[src/hw/rtl/gfv_queue.sv]
`timescale 1ns / 1ps
// ----------------------------------------------------------------------------
// gfv_queue
// Short FIFO between the front and back ends.
// ----------------------------------------------------------------------------
module gfv_queue #(
    parameter int WIDTH = 8,
    parameter int DEPTH = 2
) (
    input  logic             i_clk,
    input  logic             i_rst_n,
    input  logic             i_push_valid,
    input  logic [WIDTH-1:0] i_push_data,
    output logic             o_push_ready,
    output logic             o_pop_valid,
    output logic [WIDTH-1:0] o_pop_data,
    input  logic             i_pop_ready
);
    localparam int PW = (DEPTH > 1) ? $clog2(DEPTH) : 1;

    logic [WIDTH-1:0] r_mem [DEPTH];
    logic [PW-1:0]    r_wr;
    logic [PW-1:0]    r_rd;
    logic [PW:0]      r_cnt;
    logic             push;
    logic             pop;

    assign o_push_ready = r_cnt != (PW+1)'(DEPTH);
    assign o_pop_valid  = r_cnt != '0;
    assign push         = i_push_valid && o_push_ready;
    assign pop          = o_pop_valid && i_pop_ready;
    assign o_pop_data   = r_mem[r_rd];

    always_ff @(posedge i_clk) begin
        if (!i_rst_n) begin
            r_wr  <= '0;
            r_rd  <= '0;
            r_cnt <= '0;
        end else begin
            if (push) begin
                r_wr <= (r_wr == PW'(DEPTH - 1)) ? '0 : r_wr + 1'b1;
            end
            if (pop) begin
                r_rd <= (r_rd == PW'(DEPTH - 1)) ? '0 : r_rd + 1'b1;
            end
            case ({push, pop})
                2'b10:   r_cnt <= r_cnt + 1'b1;
                2'b01:   r_cnt <= r_cnt - 1'b1;
                default: r_cnt <= r_cnt;
            endcase
        end
    end

    always_ff @(posedge i_clk) begin
        if (push) begin
            r_mem[r_wr] <= i_push_data;
        end
    end
endmodule

[config.mk]
export PLATFORM = sky130hd
export DESIGN_NAME = gfv_queue
export DESIGN_NICKNAME = d
export VERILOG_FILES = /design/src/hw/rtl/gfv_queue.sv
export SDC_FILE = /design/constraint.sdc
export NUM_CORES = 1
export LEC_CHECK = 0
export BUFFER_PORTS_ARGS = -buffer_cell sky130_fd_sc_hd__buf_2
export CAP_MARGIN = 0
export CORE_MARGIN = 4
export CORE_UTILIZATION = 52
export CTS_CLUSTER_DIAMETER = 150
export DETAILED_ROUTE_END_ITERATION = 6
export GPL_TIMING_DRIVEN = 1
export HOLD_SLACK_MARGIN = 0.08
export PLACE_DENSITY = 0.9
export SYNTH_ARGS = -nofsm -noshare
export SYNTH_HDL_FRONTEND = slang
export SYNTH_SLANG_ARGS = --single-unit
[constraint.sdc]
create_clock -name i_clk -period 2.7 [get_ports i_clk]
set_clock_uncertainty 0.15 [all_clocks]
set_input_delay 0.135 -clock i_clk [delete_from_list [all_inputs] [get_ports i_clk]]
set_output_delay 0.135 -clock i_clk [all_outputs]
set_load 0.01 [all_outputs]
## Yosys cells after proc, flatten, opt, wreduce, memory -nomap -nowiden

Memories as Yosys holds them, arrays and structs flattened. A register that Yosys moved wholly into a read port is not among the register bits.
Index checks and enable logic that the tools add are counted.

- Bits of input ports: 12
- Memories kept: 1
- Bits in registers: 4
- Memory bits (writable): 16
- Word-level logic and storage cells: 22

Memories:

| memory | depth | width | read ports | clocked after memory_dff | wr ports | line | RTL |
|---|---|---|---|---|---|---|---|
| r_mem | 2 | 8 | 1 | 1 | 1 | 21 | `logic [WIDTH-1:0] r_mem [DEPTH];` |

- Reductions and logical operators: 4
- Mux-type cells: 7
- Equal/unequal tests: 3
- Add/sub/neg operators: 4

Operators with widths:

| kind | count |
|---|---|
| 1-bit two-way mux | 6 |
| 2-bit case mux with 2 select lines | 1 |
| 2-bit nonzero test | 2 |
| 1-bit adder (second input constant) | 2 |
| 2-bit by 1-bit adder with 2-bit output (second input constant) | 1 |
| 2-bit by 1-bit equality test with 1-bit output (second input constant) | 1 |
| 2-bit equality test (second input constant) | 1 |
| 1-bit logical AND | 2 |
| 2-bit != test (second input constant) | 1 |
| 2-bit by 1-bit subtractor with 2-bit output (second input constant) | 1 |

## Longest topological paths before layout

- Depth after elaboration: 4
- Gate-level depth with buffers: 6

## Worst setup path before layout

No wires, ideal clock.

- Kind: reg-to-reg
- Start: register r_cnt[0]
- End: register r_cnt[1]
- Cell stages (with the launch flop): 6
- Period minus slack after synthesis: 1664 ps
- Library setup time: 70 ps
- Path buffers: 0
- Arrival time: 1444 ps
- Path slack: 1036 ps
- Cell sequence: dfxtp_1 > nand2b_1 > nand2_1 > ha_1 > or3_1 > a21boi_1

- Word-level cells in the longest chain between the ends: 4
- Elaborated cells between the ends (all ways): 10

Ends and longest elaborated chain:

| element | line | RTL |
|---|---|---|
| from (decl) | 24 | `logic [PW:0] r_cnt;` |
| from (signal assigned) | 47 | `2'b10: r_cnt <= r_cnt + 1'b1;` |
| from (signal assigned) | 48 | `2'b01: r_cnt <= r_cnt - 1'b1;` |
| from (signal assigned) | 49 | `default: r_cnt <= r_cnt;` |
| 2-bit != test (*) | 28 | `assign o_push_ready = r_cnt != (PW+1)'(DEPTH);` |
| named net o_push_ready | 14 | `output logic o_push_ready,` |
| 1-bit logical AND (*) | 30 | `assign push = i_push_valid && o_push_ready;` |
| 2-bit by 1-bit equality test with 1-bit output / 2-bit equality test (equally long branches) | 46 | `case ({push, pop})` |
| 2-bit case mux with 2 select lines / 2-bit nonzero test (equally long branches) | -- |  |

The timed path passes the listed nets; every way through them passes the cells marked *.
A chain may end at the register's enable or synchronous reset.

## Final worst setup path

- Start: register r_cnt[0]
- End: register r_cnt[1]

- Word-level cells in the longest chain between the ends: 4
- Elaborated cells between the ends (all ways): 10

Ends and longest elaborated chain:

| element | line |
|---|---|
| 2-bit != test / 2-bit nonzero test (equally long branches) | 28, 29 |
| 1-bit logical AND (on tied branches) | 30, 31 |
| 2-bit by 1-bit equality test with 1-bit output / 2-bit equality test (equally long branches) | 46 |
| 2-bit case mux with 2 select lines / 2-bit nonzero test (equally long branches) | -- |

Several ways; a longest one is shown, not always the timed one.

==> out/results.txt <==
vias per std cell: 5.15
max-slew violations: 0
post-layout min period: 1.78 ns
Cells after Synth: 49
share of layout cells above drive strength 1: 42.2%
Core Footprint: 1380 um2
critical path's top delay family: simple AND/OR/NAND/NOR gates
DRC: 0
largest buffer count on any clock path: 2
Setup TNS Final: 0 ns
IO Count: 22
CP Launch Type: register
Worst Setup End Kind: register
syn_area_per_cell: 16.5 um2
Iteration-0 DRC Markers: 10
GRT Util Overall: 14.1%
cells resized by post-CTS repair: 0
Slew Limit Headroom: 74.2%
Fmax: 562 MHz
CP max stage delay: 0.43 ns
fin area: 1060 um2
ant diodes: 0
vias post-DR: 505
Max VDD drop: 556 uV
Starting Density: 58.6%
Worst Path Buf+Inv: 0
first-pass GRT wire length: 2080 um
Die H: 47.5 um
Port Buffers: 21
WP data arrival: 1.86 ns
clk sinks: 21
Place WS: 0.937 ns
gpl congestion: 0.705
initial antenna violation count: 0
RSZ-0062 raised after global routing: false
Root Buffer: clkbuf_4
Cell Count Post-Placement: 84
max-cap violations: 0
Hold WC Path Type: in -> reg
Syn Nets: 62
Leak Pwr: 0.418 nW
Crit Path Class: reg -> reg
Synth Register Bits: 21
Hold WS: 0.136 ns
Min-Delay Path Depth: 4
remaining global-route overflow: 0
sequential-to-total area share from yosys stat: 71.6%
CTS Buf Count: 3
measured slew at the worst slew-check pin: 0.387 ns
reg2reg setup slack: 0.92 ns
power per cell area: 857 nW/um2
Final ANT Viol Nets: 0
Post-CTS Setup Bufs: 0
critical path peak fanout: 5
Critical Path Stages: 5
largest net degree at the start of global routing: 13
final net count: 97
H-tree depth: 1
final worst setup slack: 0.920 ns
final std cells w/o fill: 98
most frequent cells in the layout: buf_2, edfxtp_1, dlygate4sd3_1, mux2_2, dfxtp_1
1st-pass router iterations: 4
status: complete, no violations
crit path max-delay cell type: dfxtp_1
vias in the first global route: 531
CP cell instances: nand2b_1 > nand2_1 > ha_1 > or3_1 > a21boi_1
R2R depth: 5
routed len/inst: 14.0 um
synthesized area: 811 um2
Cell variety after synth: 20
site row count: 13
die width: 47.5 um
cell area after placement: 930 um2
CTS tree: done
drt total wl: 1370 um
# setup viols final: 0
Area Overhead vs Synth: 30.4%
clock slew at reported path FFs: 0.12 ns
die area: 2250 um2
Post-DP HPWL: 943 um
commonest non-fill, non-tap cell in the layout: buf_2
CTS Hold Bufs: 10
fin crit share: 65.9%
Yosys warnings: 0
Critical Path RT: 2.78 ns
Final Hold Viols: 0
Clk Latency, worst-skew pair: 0.29 ns
## Yosys cell counts
cell type  count  area [um2]
nor2b_1        2        12.5
or2_2          1        6.26
a21boi_0       1        7.51
a21bo_2        1        10.0
nand2_1        1        3.75
edfxtp_1      16         480
nand3b_1       1        7.51
inv_1          1        3.75
o21ai_0        1        5.00
o21a_1         1        7.51
and2_1         1        6.26
mux2_2         8        90.1
or3_1          1        6.26
xnor2_1        3        26.3
and3_1         1        6.26
buf_2          1        5.00
nand2b_1       1        6.26
dfxtp_1        5         100
ha_1           1        12.5
a21boi_1       1        7.51
## flip-flops by register name (all words and copies together) (netlist names), named ones only
signal,flops
r_cnt,2
r_mem,16
r_rd,1
r_wr,1
## worst register-to-register path, cell delays in order, from the launching register on
cell and delay (ns):
dfxtp_1 0.43, nand2b_1 0.21, nand2_1 0.08, ha_1 0.31
or3_1 0.37, a21boi_1 0.16
## through the flow
stage          power [mW]  util, %
6_report            0.907     76.5
5_1_grt             0.965     76.5
4_1_cts             0.917     76.5
3_5_place_dp        0.763     67.2
3_3_place_gp        0.742     67.2
2_1_floorplan       0.663        -
## power by group
group	total [mW]	switching (mW)	internal, mW	leakage (nW)
Combinational	0.303	0.140	0.163	0.209
Clock	0.143	0.0878	0.0550	0.0177
Sequential	0.461	0.0453	0.416	0.191
## layout make-up
class	count	area (um2)
Timing Repair Buffer	31	205
Fill cell	89	325
Clock inverter	1	5.00
Sequential cell	21	581
Multi-Input combinational cell	26	221
Tap cell	15	18.8
Inverter	1	3.75
Clock buffer	3	22.5
## metal layers
metal / wire (um) / up-vias / global-route usage, %
met5: 0 / - / 0
met4: 9 / 0 / 9.94
met3: 97 / 2 / 2.63
met2: 738 / 17 / 25.4
met1: 525 / 237 / 14.4
li1: - / 249 / -
## final timing paths
check	from	endpoint
worst max-delay path	r_cnt[0]	r_cnt[1]
worst min-delay path	i_pop_ready	register
worst max register to register	r_cnt[0]	r_cnt[1]
worst min register to register	r_rd	register
## cells by family after synthesis
kind of cell | count (synthesis) | share of synthesized area, %
muxes | 8 | 11.1
AOI/OAI and AO/OA | 5 | 4.63
buffers and inverters | 2 | 1.08
xor gates and xnor gates | 3 | 3.24
adders and majority gates | 1 | 1.54
and+or+nand+nor | 9 | 6.79
DFF | 21 | 71.6
Power figures use the tool's default switching activity.
