<file path="src/hw/rtl/gfv_if.sv">
`timescale 1ns / 1ps
// ----------------------------------------------------------------------------
// gfv_if
// Valid/ready channels for body pairs in and force results out.
// ----------------------------------------------------------------------------
interface gfv_in_if #(
    parameter int COORD_BITS = 16,
    parameter int MASS_BITS  = 16
);
    logic                         valid;
    logic                         ready;
    logic signed [COORD_BITS-1:0] first_x;
    logic signed [COORD_BITS-1:0] first_y;
    logic        [MASS_BITS-1:0]  first_mass;
    logic signed [COORD_BITS-1:0] second_x;
    logic signed [COORD_BITS-1:0] second_y;
    logic        [MASS_BITS-1:0]  second_mass;

    modport source (output valid, first_x, first_y, first_mass,
                    second_x, second_y, second_mass, input ready);
    modport sink   (input valid, first_x, first_y, first_mass,
                    second_x, second_y, second_mass, output ready);
endinterface


</file>
<file path="src/hw/rtl/gfv_front.sv">
`timescale 1ns / 1ps
// ----------------------------------------------------------------------------
// gfv_front
// Takes a body pair, forms the separation and flags coincident bodies.
// ----------------------------------------------------------------------------
module gfv_front #(
    parameter int COORD_BITS = 16,
    parameter int MASS_BITS  = 16
) (
    input  logic                                          i_clk,
    input  logic                                          i_rst_n,
    gfv_in_if.sink                                        i_in,
    output logic                                          o_item_valid,
    output logic [1+2*(COORD_BITS+1)+2*MASS_BITS-1:0]     o_item_data,
    input  logic                                          i_item_ready
);
    localparam int DW = COORD_BITS + 1;

    logic                 r_valid;
    logic                 r_coinc;
    logic signed [DW-1:0] r_dx;
    logic signed [DW-1:0] r_dy;
    logic [MASS_BITS-1:0] r_m1;
    logic [MASS_BITS-1:0] r_m2;

    logic                 load;
    logic signed [DW-1:0] n_dx;
    logic signed [DW-1:0] n_dy;

    assign load       = !r_valid || i_item_ready;
    assign i_in.ready = load;

    assign n_dx = DW'(i_in.second_x) - DW'(i_in.first_x);
    assign n_dy = DW'(i_in.second_y) - DW'(i_in.first_y);

    always_ff @(posedge i_clk) begin
        if (!i_rst_n) begin
            r_valid <= 1'b0;
        end else if (load) begin
            r_valid <= i_in.valid;
        end
    end

    always_ff @(posedge i_clk) begin
        if (load) begin
            r_dx    <= n_dx;
            r_dy    <= n_dy;
            r_coinc <= (n_dx == '0) && (n_dy == '0);
            r_m1    <= i_in.first_mass;
            r_m2    <= i_in.second_mass;
        end
    end

    assign o_item_valid = r_valid;
    assign o_item_data  = {r_coinc, r_dx, r_dy, r_m1, r_m2};
endmodule

</file>
<file path="src/flat_wrapper.sv">
// flat-port wrapper written by rule: the top's interface ports become plain ports
module gfv_front_flat 
#(
    parameter int COORD_BITS = 16,
    parameter int MASS_BITS  = 16
)
  (i_clk, i_rst_n, o_item_valid, o_item_data, i_item_ready, i_in_valid, i_in_first_x, i_in_first_y, i_in_first_mass, i_in_second_x, i_in_second_y, i_in_second_mass, i_in_ready);
  gfv_in_if #(.COORD_BITS(COORD_BITS), .MASS_BITS(MASS_BITS)) i_in_i ();
  input  logic i_clk;
  input  logic i_rst_n;
  output logic o_item_valid;
  output logic [1+2*(COORD_BITS+1)+2*MASS_BITS-1:0] o_item_data;
  input  logic i_item_ready;
  input wire logic [$bits(i_in_i.valid)-1:0] i_in_valid;
  input wire logic [$bits(i_in_i.first_x)-1:0] i_in_first_x;
  input wire logic [$bits(i_in_i.first_y)-1:0] i_in_first_y;
  input wire logic [$bits(i_in_i.first_mass)-1:0] i_in_first_mass;
  input wire logic [$bits(i_in_i.second_x)-1:0] i_in_second_x;
  input wire logic [$bits(i_in_i.second_y)-1:0] i_in_second_y;
  input wire logic [$bits(i_in_i.second_mass)-1:0] i_in_second_mass;
  output wire logic [$bits(i_in_i.ready)-1:0] i_in_ready;
  assign i_in_i.valid = i_in_valid;
  assign i_in_i.first_x = i_in_first_x;
  assign i_in_i.first_y = i_in_first_y;
  assign i_in_i.first_mass = i_in_first_mass;
  assign i_in_i.second_x = i_in_second_x;
  assign i_in_i.second_y = i_in_second_y;
  assign i_in_i.second_mass = i_in_second_mass;
  assign i_in_ready = i_in_i.ready;
  gfv_front #(.COORD_BITS(COORD_BITS), .MASS_BITS(MASS_BITS)) u_core (.i_clk(i_clk), .i_rst_n(i_rst_n), .i_in(i_in_i), .o_item_valid(o_item_valid), .o_item_data(o_item_data), .i_item_ready(i_item_ready));
endmodule
</file>
<file path="config.mk">
export PLATFORM = sky130hd
export DESIGN_NAME = gfv_front_flat
export DESIGN_NICKNAME = d
export VERILOG_FILES = /design/src/hw/rtl/gfv_if.sv /design/src/hw/rtl/gfv_front.sv /design/src/flat_wrapper.sv
export SDC_FILE = /design/constraint.sdc
export NUM_CORES = 1
export LEC_CHECK = 0
export ABC_CLOCK_PERIOD_IN_PS = 3640
export BUFFER_PORTS_ARGS = -buffer_cell sky130_fd_sc_hd__buf_2
export CORE_MARGIN = 1
export CORE_UTILIZATION = 48
export CTS_CLUSTER_SIZE = 28
export DETAILED_ROUTE_END_ITERATION = 7
export HOLD_SLACK_MARGIN = 0.03
export PLACE_DENSITY = 0.8
export SETUP_SLACK_MARGIN = 0.5
export SLEW_MARGIN = 20
export SYNTH_ARGS = -nofsm -noshare
export SYNTH_HDL_FRONTEND = slang
export SYNTH_SLANG_ARGS = --single-unit
export TNS_END_PERCENT = 20
</file>
<file path="constraint.sdc">
create_clock -name i_clk -period 3.64 [get_ports i_clk]
set_input_delay 0.182 -clock i_clk [delete_from_list [all_inputs] [get_ports i_clk]]
set_output_delay 0.182 -clock i_clk [all_outputs]
set_load 0.005 [all_outputs]
</file>
After elaboration in Yosys (flattened, before gate mapping)
Cells that the tools add are included.
W data, S select, Z words.
{"block": "totals", "regBits": 68, "inputBits": 100, "out_inout_bits": 69, "elab_cells": 13}
{"block": "op_classes", "n_addsub": 2, "n_reduce_logical": 5}
{"operator": "$logic_not A17 Y1", "count": 2}
{"operator": "$sub A16 B16 Y17", "count": 2}
{"operator": "$logic_and A1 B1 Y1", "count": 1}
{"operator": "$logic_not A1 Y1", "count": 1}
{"operator": "$logic_or A1 B1 Y1", "count": 1}

Longest topological paths before layout
Gate-level depths: netlist (run 1).
{"block": "logic_depth", "ltp_word": 3, "depth_mapped": 11, "mapped_depth_nobuf": 11}

Worst setup path after synthesis (run 1)
OpenSTA, ideal clock, no wires.
{"block": "synth_path", "path_type": "input -> register", "from": "in i_in_first_y[8]", "to": "reg u_core.r_coinc (data pin)", "setup_ns": 0.175, "t_arrival_ns": 3.089, "t_required_ns": 3.465, "path_slack_ns": 0.376, "cell_stages": 10, "path_buffers": 0, "path_cell_list": "inv_1 -> ha_1 -> or3_1 -> or3_1 -> or3_4 -> a2111oi_4 -> nor3_1 -> or4_1 -> or4_1 -> nor4bb_1"}
{"block": "synth_between", "elab_chain_cells": 3}
{"item": "start, declared", "line": "flat_wrapper.sv:16", "rtl": "input wire logic [$bits(i_in_i.first_y)-1:0] i_in_first_y;"}
{"item": "$sub A16 B16 Y17", "line": "gfv_front.sv:34", "rtl": "assign n_dy = DW'(i_in.second_y) - DW'(i_in.first_y);"}
{"item": "$logic_not A17 Y1", "line": "gfv_front.sv:48", "rtl": "r_coinc <= (n_dx == '0) && (n_dy == '0);"}
{"item": "$logic_and A1 B1 Y1", "line": "gfv_front.sv:48"}
{"item": "end signal, assigned", "line": "gfv_front.sv:48"}
{"item": "end, declared", "line": "gfv_front.sv:20", "rtl": "logic r_coinc;"}
Every way passes these cells.
A chain may end at the register's enable or synchronous reset.

Worst setup path after layout (run 1)
{"block": "layout_path", "from": "in i_in_first_y[9]", "to": "reg u_core.r_coinc (data pin)"}
The elaborated chain is that of the path after synthesis.

==> key figures, run 1 <==
Run status
  – Status: finished, final reports clean

Place
  – Post-DP Area: 0.00498 mm^2
  – Detail Placement HPWL: 8.24 mm
  – RePlAce Congestion: 0.900
  – Pre-CTS WS: 0.120 ns
  – Port-buffer cells: 168

Synthesis
  – Seq/Total Area, Yosys: 50.9%
  – Most frequent cell after synthesis: edfxtp_1
  – Dominant cells by area after synthesis: edfxtp_1 50%, ha_1 10%, inv_1 4.1%
  – Post-Syn Area: 0.00399 mm^2
  – Leading area contributor after synthesis: edfxtp_1
  – Yosys reg bits: 68
  – Synth Area per Inst: 11.1 um^2
  – Main synth FF type: edfxtp_1
  – Most frequent cells after synthesis: 67 x edfxtp_1, 44 x inv_1, 32 x ha_1, 23 x a21oi_1, 23 x nor2_1
  – Ys Warns: 0
  – Netlist cell types: 51
  – Yosys top cell area share: 50.4%
  – Synthesized Nets: 494
  – Post-synth EDFFs: 67
  – FFs w/ async S/R, synth: 0%
  – Post-Syn Instances: 360

Floorplan
  – Die width: 93.2 um
  – Initial Utilization: 50.6%
  – Core ar.: 0.00789 mm^2
  – Die height: 93.2 um
  – Core Rows: 32
  – # IOs: 169
  – Die area: 0.00869 mm^2

Critical path
  – Worst Setup Path Type: in2reg
  – CP peak stage delay: 0.53 ns
  – Worst path required time: 3.80 ns
  – Reg-to-reg slack, setup: 2.21 ns
  – Crit-path slowest cell: or4_1
  – Worst setup EP type: register
  – Worst Path Arrival: 3.23 ns
  – Worst reg2reg path startpoint: u_core.o_item_valid
  – CP Max Fanout: 4
  – Crit path cell chain: buf_2 -> inv_1 -> ha_2 -> or3_4 -> or3_1 -> or3_4 -> a2111oi_4 -> nor3_2 -> or4_1 -> or4_4 -> nor4bb_4
  – Most frequent cell on the critical path: or3_4
  – Worst r2r dst: u_core.r_dx[10]
  – Startpoint types: primary input
  – Crit. Startpoint: i_in_first_y[9]
  – Worst Reg2Reg Path Length in Cells: 1

Clock network
  – Clk pin slew, worst setup/hold paths: 0.07 ns
  – Clk sink count: 68
  – Root buf cell: clkbuf_8
  – Clock Tree Buf Depth: 2
  – CTS Buf Count: 9
  – CTS H-tree lvls: 3
  – CTS tree: yes
  – Worst skew pair latency: 0.34 ns

Power and ir drop
  – Total chip power: 2.39 mW
  – Power Dens Cells: 427 mW/mm^2
  – Leak: 2.61 nW
  – Maximum VDD drop: 0.239 mV

STA
  – Final period utilization: 84.1%
  – Setup WS post-layout: 0.578 ns
  – Post-route setup TNS: 0 ns
  – Slew margin rel.: 39.8%
  – Max Freq: 327 MHz
  – Slew @ Worst Pin: 0.903 ns
  – RSZ-0062 raised after global routing: no
  – Max-slew violation count: 0
  – Clock skew: 0.00698 ns
  – Hold Vio Cnt, Final: 0
  – Final min period: 3.06 ns
  – Final setup fails: 0

GRT
  – Vias in the first global route: 3468
  – Antenna violations before repair: 0
  – First-pass GRT wire length: 16.8 mm
  – Overflow after GRT: 0
  – Largest net degree at the start of global routing: 70
  – GRT Total Usage: 25.8%

Final layout
  – Design area: 0.00560 mm^2
  – Share of layout cells above drive strength 1: 36.2%
  – Diodes inserted: 0
  – Layout net count: 703
  – Synthesis-to-layout area growth: 40.3%

Drt
  – DR vias/cell: 5.36
  – DRT Pass-1 Iters: 5
  – Via count: 3622
  – WL/cell: 16.6 um
  – Initial DRC count: 119
  – Final wirelength: 11.2 mm
  – Routed Antenna Nets: 0
  – DRC viols: 0

Hold path
  – Hold EP: u_core.o_item_valid
  – Hold path depth: 3
  – Hold path start: i_in_valid
  – Worst hold-check path type: in2reg

Job
  – Max_cap viols: 0
[layout make-up]
type | instances | area, um^2
fillers | 565 | 2290
flip-flops and latches | 68 | 2030
multi-input cells | 244 | 1850
repair buffers | 202 | 1180
inverters | 44 | 165
clock buffers | 12 | 155
well taps | 102 | 128
clock inverters | 4 | 95.1
[critical path: cells and delay by family]
family | cells | cell delay (ns)
AOI/OAI and AO/OA | 1 | 0.36
adders and majority gates | 1 | 0.18
buffers and inverters | 2 | 0.12
and+or+nand+nor | 7 | 2.39
[what timing repair did]
action	4_1_cts	5_1_grt
hold endpoints to repair	32	0
gates resized for setup	2	6
setup buffers	1	1
hold buffers	32	0
setup endpoints to repair	1	1
pin swaps	4	3
[layer usage]
| metal | vias up | track usage, % | share of wire (%) |
|---|---|---|---|
| met2 | 168 | 46.4 | 51 |
| met3 | 28 | 5.93 | 7.2 |
| met5 | - | 0 | 0 |
| met4 | 0 | 12.9 | 3.2 |
| li1 | 1767 | - | - |
| met1 | 1659 | 28.3 | 38 |
[where the power goes]
group          internal [mW]  switching [mW]  total [mW]  leakage, nW
Clock                  0.492           0.280       0.772        0.127
Sequential             0.988          0.0319        1.02        0.703
Combinational          0.287           0.315       0.602         1.78
[worst max path at each step]
stage	slack (ns)	end	cells past startpoint
5_1_grt	0.48	u_core.r_coinc	11
6_report	0.58	u_core.r_coinc	11
3_5_place_dp	0.12	u_core.r_coinc	10
3_3_place_gp	0.29	u_core.r_coinc	10
2_1_floorplan	0.49	u_core.r_coinc	10
4_1_cts	0.50	u_core.r_coinc	11
[state kept, by name (all words and copies together), names as in the netlist]
register and count:
u_core.o_item_valid 1, u_core.r_m1 16, u_core.r_dy 17, u_core.r_m2 16, u_core.r_dx 17, u_core.r_coinc 1
[cells by family (layout without fill, tap and decap cells)]
logic type | Yosys count | in the layout | share of synthesized area, %
simple gates | 108 | 108 | 15.0
compound gates | 84 | 84 | 14.5
mux | 1 | 1 | 0.251
xor+xnor | 17 | 17 | 3.73
flops | 68 | 68 | 50.9
buf+inv | 48 | 262 | 4.61
fa+ha+maj | 34 | 34 | 11.0
[stage by stage]
step | util [%] | instances | hold slack (ns)
floorplan | - | 360 | 0.281
global placement | 63.1 | 626 | 0.359
detailed placement | 63.1 | 626 | 0.361
CTS | 70.5 | 675 | 0.0905
global route | 71.0 | 676 | 0.0839
finish | 71.0 | 676 | 0.0915
[cells in the final DEF, fill, tap and decap left out, types with 7 or more instances in the layout]
master and count:
buf_2 168, edfxtp_1 67, inv_1 44, dlygate4sd3_1 32, ha_1 28, nor2_1 23, a21oi_1 22, nor3_1 17
o21ai_0 15, clkbuf_8 11, nand2_1 10, xnor2_1 9, o211ai_1 8, nand3_1 8, xor2_1 8, nor2b_1 7
o21a_1 7
No activity file was read; power rests on OpenSTA's default activity.
==> run 2, diff against run 1 <==
--- a/config.mk
+++ b/config.mk
@@ -5,14 +5,14 @@
 export SDC_FILE = /design/constraint.sdc
 export NUM_CORES = 1
 export LEC_CHECK = 0
-export ABC_CLOCK_PERIOD_IN_PS = 3640
+export ABC_CLOCK_PERIOD_IN_PS = 2700
 export BUFFER_PORTS_ARGS = -buffer_cell sky130_fd_sc_hd__buf_2
 export CORE_MARGIN = 1
-export CORE_UTILIZATION = 48
+export CORE_UTILIZATION = 44
 export CTS_CLUSTER_SIZE = 28
 export DETAILED_ROUTE_END_ITERATION = 7
 export HOLD_SLACK_MARGIN = 0.03
-export PLACE_DENSITY = 0.8
+export PLACE_DENSITY = 0.77
 export SETUP_SLACK_MARGIN = 0.5
 export SLEW_MARGIN = 20
 export SYNTH_ARGS = -nofsm -noshare
==> constraint.sdc (replaced) <==
create_clock -name i_clk -period 2.7 [get_ports i_clk]
set_input_delay 0.135 -clock i_clk [delete_from_list [all_inputs] [get_ports i_clk]]
set_output_delay 0.135 -clock i_clk [all_outputs]
set_load 0.005 [all_outputs]
==> key figures, run 2 (synthesis gave the netlist of run 1 again) <==
Run status
  – Status: finished, violations left
  – Violated checks: setup timing

Critical path
  – Startpoint types: primary input
  – Worst reg2reg path startpoint: u_core.o_item_valid
  – CP peak stage delay: 0.51 ns (-0.02 ns)
  – CP Max Fanout: 3 (-1)
  – Worst path required time: 2.86 ns (-0.94 ns)
  – Worst r2r dst: u_core.r_m2[9]
  – Worst Path Arrival: 3.15 ns (-0.08 ns)
  – Crit path cell chain: buf_8 -> inv_8 -> ha_4 -> or3_4 -> or3_1 -> or3_4 -> a2111oi_4 -> nor3_2 -> or4_1 -> or4_1 -> nor4bb_1
  – Worst setup EP type: register
  – Worst Reg2Reg Path Length in Cells: 1 (unchanged)
  – Worst Setup Path Type: in2reg
  – Crit-path leading delay family: simple AND/OR/NAND/NOR gates
  – CP bufs+invs: 2 (unchanged)
  – Reg-to-reg slack, setup: 1.28 ns (-0.93 ns)
  – Crit-path slowest cell: or4_1

Place
  – Detail Placement HPWL: 8.20 mm (-0.45%)
  – Post-DP Area: 0.00545 mm^2 (+9.5%)
  – Pre-CTS WS: -0.749 ns (-0.869 ns)
  – Port-buffer cells: 168 (unchanged)
  – RePlAce Congestion: 0.947 (+5.3%)

Floorplan
  – # IOs: 169 (unchanged)
  – Initial Utilization: 45.6% (-5.1 points)
  – Die height: 97.3 um (+4.4%)
  – Die area: 0.00946 mm^2 (+8.9%)
  – Core Rows: 34 (+6.3%)
  – Core ar.: 0.00876 mm^2 (+11%)
  – Die width: 97.3 um (+4.4%)

STA
  – Final min period: 3.00 ns
  – Max Freq: 333 MHz
  – Slew @ Worst Pin: 0.918 ns (+0.0155 ns)
  – Slew margin rel.: 38.8% (-1.0 points)
  – Final period utilization: 111%
  – Clock skew: 0.00980 ns (+0.00282 ns)
  – Hold Vio Cnt, Final: 0 (unchanged)
  – Final setup fails: 1 (+1)
  – Setup WS post-layout: -0.299 ns (-0.877 ns)
  – RSZ-0062 raised after global routing: yes
  – Post-route setup TNS: -0.299 ns (-0.299 ns)
  – Min Hold Slack: 0.0423 ns (-0.0492 ns)
  – Max-slew violation count: 0 (unchanged)

Clock network
  – Clk sink count: 68 (unchanged)
  – CTS Buf Count: 9 (unchanged)
  – Root buf cell: clkbuf_8
  – Clock Tree Buf Depth: 2 (unchanged)
  – CTS tree: yes
  – CTS H-tree lvls: 3 (unchanged)
  – Clk pin slew, worst setup/hold paths: 0.08 ns (about the same)
  – Worst skew pair latency: 0.34 ns (about the same)

Final layout
  – Share of layout cells above drive strength 1: 43.2% (+7.0 points)
  – FILL cells: 651 (+15%)
  – Commonest non-fill, non-tap cell in the layout: buf_2
  – Regs by FF count: u_core.r_dx (17), u_core.r_dy (17)
  – Layout net count: 761 (+8.3%)
  – Diodes inserted: 0 (unchanged)
  – Synthesis-to-layout area growth: 52.9%
  – Most frequent cells in the layout: 165 x buf_2, 67 x edfxtp_1, 59 x buf_4
  – Design area: 0.00611 mm^2 (+9.0%)

Drt
  – Final wirelength: 11.8 mm (+5.3%)
  – Via count: 3874 (+7.0%)
  – DRC viols: 0 (unchanged)
  – Initial DRC count: 183 (+54%)
  – Routed Antenna Nets: 0 (unchanged)
  – DR vias/cell: 5.24 (-2.3%)
  – DRT Pass-1 Iters: 4 (-1)
  – WL/cell: 16.0 um (-3.8%)

Power and ir drop
  – Total chip power: 3.31 mW (+38%)
  – Net Sw Frac: 26.7% (+0.51 points)
  – Power Dens Cells: 543 mW/mm^2 (+27%)
  – Leak: 2.88 nW (+10%)
  – Sequential share of power: 41.4% (-1.2 points)
  – Combinational share of power: 28.3% (+3.1 points)
  – NetSw: 0.885 mW (+41%)
  – Maximum VDD drop: 0.250 mV (+4.5%)
  – Clock power frac: 30.3% (-2.0 points)
  – Cell-internal power: 2.43 mW (+38%)

GRT
  – Largest net degree at the start of global routing: 70 (unchanged)
  – Vias in the first global route: 3870 (+12%)
  – Overflow after GRT: 0 (unchanged)
  – First-pass GRT wire length: 18.7 mm (+11%)
  – GRT Total Usage: 25.1% (-0.69 points)
  – Antenna violations before repair: 0 (unchanged)

Hold path
  – Hold path start: i_rst_n
  – Hold EP: u_core.o_item_valid
  – Worst hold-check path type: in2reg
  – Hold path depth: 2 (-1)

Job
  – Max_cap viols: 0 (unchanged)
==> run 2: changes by cell type in the layout (fill, tap and decap cells not counted), sizes merged <==
cell,delta
buf,+57
clkbuf,-2
clkinv,+2
dlygate4sd3,+1
==> run 2: how the worst max path moves through the flow <==
stage | start | end | slack [ns] | cells after the start
after floorplan | i_in_first_y[9] | u_core.r_coinc | -0.37 | 10
after global placement | i_in_first_y[9] | u_core.r_coinc | -0.60 | 11
after detailed placement | i_in_first_y[9] | u_core.r_coinc | -0.75 | 11
after CTS | i_in_first_y[9] | u_core.r_coinc | -0.27 | 11
after global routing | i_in_first_y[9] | u_core.r_coinc | -0.41 | 11
final | i_in_first_y[9] | u_core.r_coinc | -0.30 | 11
==> run 2: per-layer routing <==
metal	up-vias	wire length, um	track usage [%]
li1	1873	-	-
met1	1801	4680	29.4
met2	181	6010	45.2
met3	19	906	6.19
met4	0	217	7.35
met5	-	0	0
==> run 2: what timing repair did <==
item,4_1_cts,5_1_grt
pin swaps,8,2
buffers inserted,1,0
endpoints found under the hold margin,33,0
hold buffers,33,0
gates resized for setup,12,7
endpoints found under the setup margin,4,3
==> run 2: layout make-up <==
cell class	count	area, um^2	area share, %
flip-flops and latches	68	2030	33.3
multi-input cells	244	1890	30.9
repair buffers	260	1640	26.8
inverters	44	175	2.87
well taps	108	135	2.21
clock buffers	10	128	2.09
clock inverters	6	113	1.84
==> run 2: power groups by stage <==
stage,Combinational [mW],Sequential (mW),Clock [mW]
floorplan,0.407,1.41,0
global placement,0.836,1.39,0
detailed placement,0.859,1.39,0
CTS,0.921,1.37,1.01
global route,1.02,1.38,1.06
finish,0.938,1.37,1.00
==> run 2: per-stage QoR <==
step | std cells | util (%)
floorplan | 360 | -
global placement | 690 | 62.2
detailed placement | 690 | 62.2
CTS | 740 | 69.4
global route | 740 | 69.7
finish | 740 | 69.7
==> run 3, diff against run 2 <==
--- a/config.mk
+++ b/config.mk
@@ -14,6 +14,7 @@
 export HOLD_SLACK_MARGIN = 0.03
 export PLACE_DENSITY = 0.77
 export SETUP_SLACK_MARGIN = 0.5
+export SKIP_CTS_REPAIR_TIMING = 1
 export SLEW_MARGIN = 20
 export SYNTH_ARGS = -nofsm -noshare
 export SYNTH_HDL_FRONTEND = slang
==> key figures, run 3 (synthesis gave the netlist of run 1 again) <==
Power and ir drop
  – Cell-internal power: 2.43 mW (-0.16%)
  – Sequential share of power: 41.4% (about the same)
  – Net Sw Frac: 26.7% (+0.034 points)
  – Maximum VDD drop: 0.239 mV (-4.5%)
  – NetSw: 0.885 mW (about the same)
  – Combinational share of power: 28.1% (-0.2 points)
  – Power Dens Cells: 544 mW/mm^2 (+0.18%)
  – Clock power frac: 30.5% (+0.2 points)
  – Leak: 2.87 nW (-0.25%)

Final layout
  – Diodes inserted: 0 (unchanged)
  – Commonest non-fill, non-tap cell in the layout: buf_2
  – Regs by FF count: u_core.r_dx (17), u_core.r_dy (17)
  – Layout Cells excl Fill: 738 (-0.27%)
  – Share of layout cells above drive strength 1: 42.9% (-0.34 points)
  – Design area: 0.00609 mm^2 (-0.29%)
  – FILL cells: 647 (-0.61%)
  – Most frequent cells in the layout: 165 x buf_2, 67 x edfxtp_1, 58 x buf_4
  – Synthesis-to-layout area growth: 52.5%
  – Layout net count: 759 (-0.26%)

Place
  – Detail Placement HPWL: 8.20 mm (unchanged)
  – Port-buffer cells: 168 (unchanged)
  – DP Cell Count: 690 (unchanged)
  – Post-DP Area: 0.00545 mm^2 (unchanged)
  – RePlAce Congestion: 0.947 (unchanged)

STA
  – Max Freq: 332 MHz (-0.43%)
  – Slew margin rel.: 39.9% (+1.1 points)
  – Hold Vio Cnt, Final: 0 (unchanged)
  – Min Hold Slack: 0.0531 ns (+0.0108 ns)
  – Setup WS post-layout: -0.312 ns (-0.0131 ns)
  – Max-slew violation count: 0 (unchanged)
  – RSZ-0062 raised after global routing: yes
  – Slew @ Worst Pin: 0.902 ns (-0.0161 ns)
  – Post-route setup TNS: -0.312 ns (-0.0131 ns)
  – Clock skew: 0.00720 ns (-0.00260 ns)
  – Final period utilization: 112% (+0.48 points)
  – Final setup fails: 1 (unchanged)
  – Final min period: 3.01 ns (+0.0131 ns)

GRT
  – Layer carrying the most global-route usage: met2
  – Overflow after GRT: 0 (unchanged)
  – Vias in the first global route: 3582 (-7.4%)
  – Met2 Track Usage GR: 38.8% (-6.4 points)
  – Met3 GRT Util: 5.18% (-1.0 points)
  – Met1 usage: 26.9% (-2.5 points)
  – Largest net degree at the start of global routing: 70 (unchanged)
  – GRT Total Usage: 22.1% (-3.0 points)
  – Antenna violations before repair: 0 (unchanged)
  – First-pass GRT wire length: 16.6 mm (-11%)

Critical path
  – Startpoint types: primary input
  – CP Max Fanout: 4 (+1)
  – Worst setup EP type: register
  – Worst Setup Path Type: in2reg
  – Worst path required time: 2.86 ns (about the same)
  – Worst Path Arrival: 3.17 ns (+0.02 ns)

Hold path
  – Worst hold-check path type: in2reg

Drt
  – Initial DRC count: 167 (-8.7%)
  – Routed Antenna Nets: 0 (unchanged)
  – DRT Pass-1 Iters: 5 (+1)
  – Via count: 3876 (+0.052%)
  – DRC viols: 0 (unchanged)
  – WL/cell: 15.8 um (-0.92%)
  – DR vias/cell: 5.25 (+0.32%)
  – Final wirelength: 11.7 mm (-1.2%)

Clock network
  – CTS Buf Count: 9 (unchanged)
  – Clk pin slew, worst setup/hold paths: 0.08 ns (about the same)
  – Root buf cell: clkbuf_8
  – CTS H-tree lvls: 3 (unchanged)
  – Worst skew pair latency: 0.34 ns (about the same)
  – CTS tree: yes
  – Clock Tree Buf Depth: 2 (unchanged)
  – Clk sink count: 68 (unchanged)

Floorplan
  – Die area: 0.00946 mm^2 (unchanged)
  – Core ar.: 0.00876 mm^2 (unchanged)
  – Core Rows: 34 (unchanged)
  – Die height: 97.3 um (unchanged)
  – Die width: 97.3 um (unchanged)
  – Initial Utilization: 45.6% (unchanged)
  – # IOs: 169 (unchanged)

Job
  – Max_cap viols: 0 (unchanged)

Run status
  – Violated checks: setup timing
  – Status: finished, violations left
[run 3: layout make-up]
cell class | count | area (um^2) | area share (%)
repair buffers | 258 | 1620 | 26.6
inverters | 44 | 175 | 2.88
flip-flops and latches | 68 | 2030 | 33.4
clock inverters | 6 | 113 | 1.85
well taps | 108 | 135 | 2.22
multi-input cells | 244 | 1890 | 31.0
clock buffers | 10 | 128 | 2.10
[run 3: path summary, 6_finish.rpt]
path / startpoint / end / slack (ns) / depth (start not counted)
max: i_in_first_y[9] / u_core.r_coinc / -0.31 / 11
min: i_rst_n / u_core.o_item_valid / 0.05 / 2
max reg2reg: u_core.o_item_valid / u_core.r_dx[7] / 1.27 / 1
min reg2reg: u_core.o_item_valid / u_core.r_dy[1] / 1.25 / 1
[run 3: routing by layer]
metal | vias up | share of wire (%) | wire [um]
li1 | 1869 | - | -
met1 | 1793 | 39 | 4600
met2 | 190 | 50 | 5890
met3 | 24 | 7.9 | 924
met4 | 0 | 2.2 | 258
met5 | - | 0 | 0
[run 3: per-stage QoR]
| stage | setup WS, ns | util (%) | power (mW) |
|---|---|---|---|
| finish | -0.312 | 69.5 | 3.31 |
| global route | -0.437 | 69.5 | 3.45 |
| CTS | -0.359 | 64.9 | 3.25 |
| detailed placement | -0.749 | 62.2 | 2.25 |
| global placement | -0.605 | 62.2 | 2.23 |
| floorplan | -0.371 | - | 1.82 |
[run 3: worst max-delay path, cell delays in order]
cell and delay [ns]:
buf_8 0.09, inv_8 0.03, ha_4 0.14, or3_4 0.38, or3_1 0.31, or3_4 0.36, a2111oi_4 0.45, nor3_2 0.09
or4_1 0.51, or4_1 0.40, nor4bb_1 0.26
[run 3: power by group through the flow]
stage          Sequential [mW]  Combinational, mW  Clock (mW)
6_report                  1.37              0.931        1.01
5_1_grt                   1.38               1.01        1.06
4_1_cts                   1.37              0.866        1.01
3_5_place_dp              1.39              0.859           0
3_3_place_gp              1.39              0.836           0
2_1_floorplan             1.41              0.407           0
